### src/hdl/brt_ram.sv
// Generic single-write, single-read RAM with registered read data.
module brt_ram #(
    parameter int WIDTH = 8,
    parameter int DEPTH = 2
) (
    input  logic                                     i_clk,
    input  logic                                     i_we,
    input  logic [((DEPTH > 1) ? $clog2(DEPTH) : 1)-1:0] i_waddr,
    input  logic [WIDTH-1:0]                         i_wdata,
    input  logic [((DEPTH > 1) ? $clog2(DEPTH) : 1)-1:0] i_raddr,
    output logic [WIDTH-1:0]                         o_rdata
);

    logic [WIDTH-1:0] r_mem [DEPTH];
    logic [WIDTH-1:0] r_rdata;

    always_ff @(posedge i_clk) begin
        if (i_we) begin
            r_mem[i_waddr] <= i_wdata;
        end
        r_rdata <= r_mem[i_raddr];
    end

    assign o_rdata = r_rdata;

endmodule

### config.mk
export PLATFORM = sky130hd
export DESIGN_NAME = brt_ram
export DESIGN_NICKNAME = d
export VERILOG_FILES = /design/src/hdl/brt_ram.sv
export SDC_FILE = /design/constraint.sdc
export NUM_CORES = 1
export LEC_CHECK = 0
export BUFFER_PORTS_ARGS = -buffer_cell sky130_fd_sc_hd__buf_2
export CAP_MARGIN = 20
export CORE_MARGIN = 2
export CORE_UTILIZATION = 48
export DETAILED_ROUTE_END_ITERATION = 12
export PLACE_DENSITY = 0.77
export SETUP_SLACK_MARGIN = 0.3
export SLEW_MARGIN = 5
export SYNTH_ARGS = -nofsm -noshare
export SYNTH_HDL_FRONTEND = slang
export SYNTH_SLANG_ARGS = --single-unit
### constraint.sdc
create_clock -name i_clk -period 1.12 [get_ports i_clk]
set_input_delay 0.056 -clock i_clk [delete_from_list [all_inputs] [get_ports i_clk]]
set_output_delay 0.056 -clock i_clk [all_outputs]
set_load 0.005 [all_outputs]
==> flow_metrics.tcl <==
set metrics [dict create \
    outcome "finished, final reports clean" \
    path_clk_slew_ps 120 \
    combPwrFrac 0.090 \
    cp_slowest_stage_delay_ps 310 \
    power_density_nw_per_um2 1525 \
    io_pins 20 \
    max-vdd-ir-drop_v 0.0009214 \
    worst_pin_slew_ps 390.1 \
    syn_nets 47 \
    crit_fanout 1 \
    slew_viol_final 0 \
    dr_wl_met2_um 479 \
    yosysWarnings 0 \
    diodes 0 \
    crit_required_ps 1060 \
    finalCritPeriodShare 0.7006 \
    wl_met1_um 438 \
    internal_power_uw 1233 \
    synth-simple-area-share 0.01595 \
    synth_cell_types 6 \
    clock_latency_ps 300 \
    holdPathStages 2 \
    grt_setup_unrepaired "no" \
    rows 14 \
    worstHoldPathType "input pin to flip-flop" \
    p_switching_uw 287.9 \
    grt_pass1_wl_um 1476 \
    synth_top_family_by_area "multiplexers" \
    muxShareOfSynthArea 0.1531 \
    rr_worst_depth 1 \
    critPathBufInv 1 \
    slew_headroom 0.7388 \
    wirelength_um 987 \
    dp.cells 69 \
    synthTopCellsByArea "edfxtp_1, dfxtp_1, mux2_4" \
    synth-xor-area-share 0 \
    cts_tree "built" \
    grt_max_degree 14 \
    cellLeakagePower_uw 0.0004128 \
    grt-ovfl-total 0 \
    synthCells 35 \
    crit_start "o_rdata[6]" \
    synth_seq_cells 24 \
    ant_nets 0 \
    start_util 0.5148 \
    grt_pass1_vias 375 \
    hp-start "i_waddr" \
    avgSynthCellArea_um2 22.41 \
    swShare 0.1893 \
    min_period_ps 784.7 \
    track_usage 0.1064 \
    instances_no_fill 81 \
    finalSetupTns_ps 0 \
    port_buffers 19 \
    start_kind "flip-flop" \
    via_per_inst 4.580 \
    htree_levels 1 \
    numCtsBuffers 3 \
    num_vias 371 \
    die_w_um 44.43 \
    cp_top_family "flip-flops" \
    end_kind "primary output" \
    rr_startpoint "r_mem[0][0]" \
    antenna_found_initial 0 \
    setup_viol 0 \
    crit_type "flip-flop to primary output" \
    crit_cells 1 \
    synth_top_cell_area_share 0.6124 \
    post-cts-setup-buffer-count 0 \
    finalHoldViolCount 0 \
    met3_wirelength_um 69 \
    clockBufferDepth 2 \
    drt_first_pass_iters 4 \
    cap_violations 0 \
    gp_congestion 0.6584 \
    core_area_um2 1524 \
    highest_layer "met3" \
    wire_per_inst_um 12.19 \
    skew_ps 5.405 \
    fmaxAchievable_mhz 1274 \
    drcViolationCount 0 \
    cp_cell_sequence "buf_2" \
    dr.first_iter.drc_count 4 \
    clockRootBuffer "clkbuf_4" \
    synth_compound_area_frac 0 \
    syn2layout_area_growth_pct 27.11 \
    die_h_um 44.43 \
    synth_fa_ha_area_frac 0 \
    cp.arrival_ps 730 \
    syn_area_um2 784.5 \
    seq_area_frac_synth 0.8166 \
    cts_sinks 24 \
    nets 78 \
    drive_above_1_share 0.4769 \
    cp_slowest_cell "dfxtp_1" \
    yosys.area.top_type "edfxtp_1" \
    fp.dieArea_um2 1974 \
    p_seq_frac 0.677 \
    p_clk_frac 0.233 \
]
-- sequential cells by signal, summed over array words and instances, names as in the netlist --
signal   flops
o_rdata      8
r_mem       16
-- metrics by stage --
stage / utilization / total power, µW / area, µm² / hold slack, ps / setup slack, ps
global route: 0.6544 / 1574 / 997.2 / 117.0 / 304.2
CTS: 0.6544 / 1547 / 997.2 / 91.96 / 315.0
global placement: 0.5846 / 1162 / 890.9 / 251.0 / 308.0
detailed placement: 0.5846 / 1168 / 890.9 / 250.1 / 255.8
floorplan: - / 1114 / 787.0 / 154.9 / 408.8
finish: 0.6544 / 1521 / 997.2 / 108.1 / 335.3
-- path summary, 6_finish.rpt --
check,end,slack [ps]
setup / recovery,o_rdata[6],340
hold / removal,r_mem[0][1],110
setup reg to reg,o_rdata[0],350
hold reg to reg,o_rdata[2],480
-- cells in the mapped netlist --
master    number
and2_1         1
buf_6          1
nor2b_1        1
mux2_4         8
dfxtp_1        8
edfxtp_1      16
-- cell usage in the layout (no fill, tap or decap), drive strengths merged --
cell type	count
buf	19
edfxtp	16
clkinv	1
clkbuf	3
and2	1
mux2	8
dfxtp	8
dlygate4sd3	8
nor2b	1
-- power by group through the flow --
stage          combinational [µW]  clock (µW)  sequential [µW]
2_1_floorplan                61.6           0             1050
3_3_place_gp                  113           0             1050
3_5_place_dp                  116           0             1050
4_1_cts                       137         379             1030
5_1_grt                       148         391             1040
6_report                      137         355             1030
-- timing repair --
| action | CTS | global route |
|---|---|---|
| hold buffers | 8 | 0 |
| endpoints found under the hold margin | 16 | 0 |
| endpoints found under the setup margin | 0 | 0 |
| gates resized for setup | 0 | 0 |
-- cells by family after synthesis --
group,count (synthesis)
flops,24
mux,8
simple gates,2
buf+inv,1
-- per-layer routing --
metal  GRT usage  vias up
met5           0        -
met4     0.05455        0
met3     0.02449        0
met2      0.1912       22
met1      0.1160      160
li1            -      189
-- area by class of cell --
type | instances | area (µm²)
sequential | 24 | 640.6
multi-input combinational | 10 | 135.1
clock inverter | 1 | 3.754
timing repair buffer | 27 | 175.2
tap | 16 | 20.02
clock buffer | 3 | 22.52
fill | 107 | 526.8
Power figures use the tool's default switching activity.
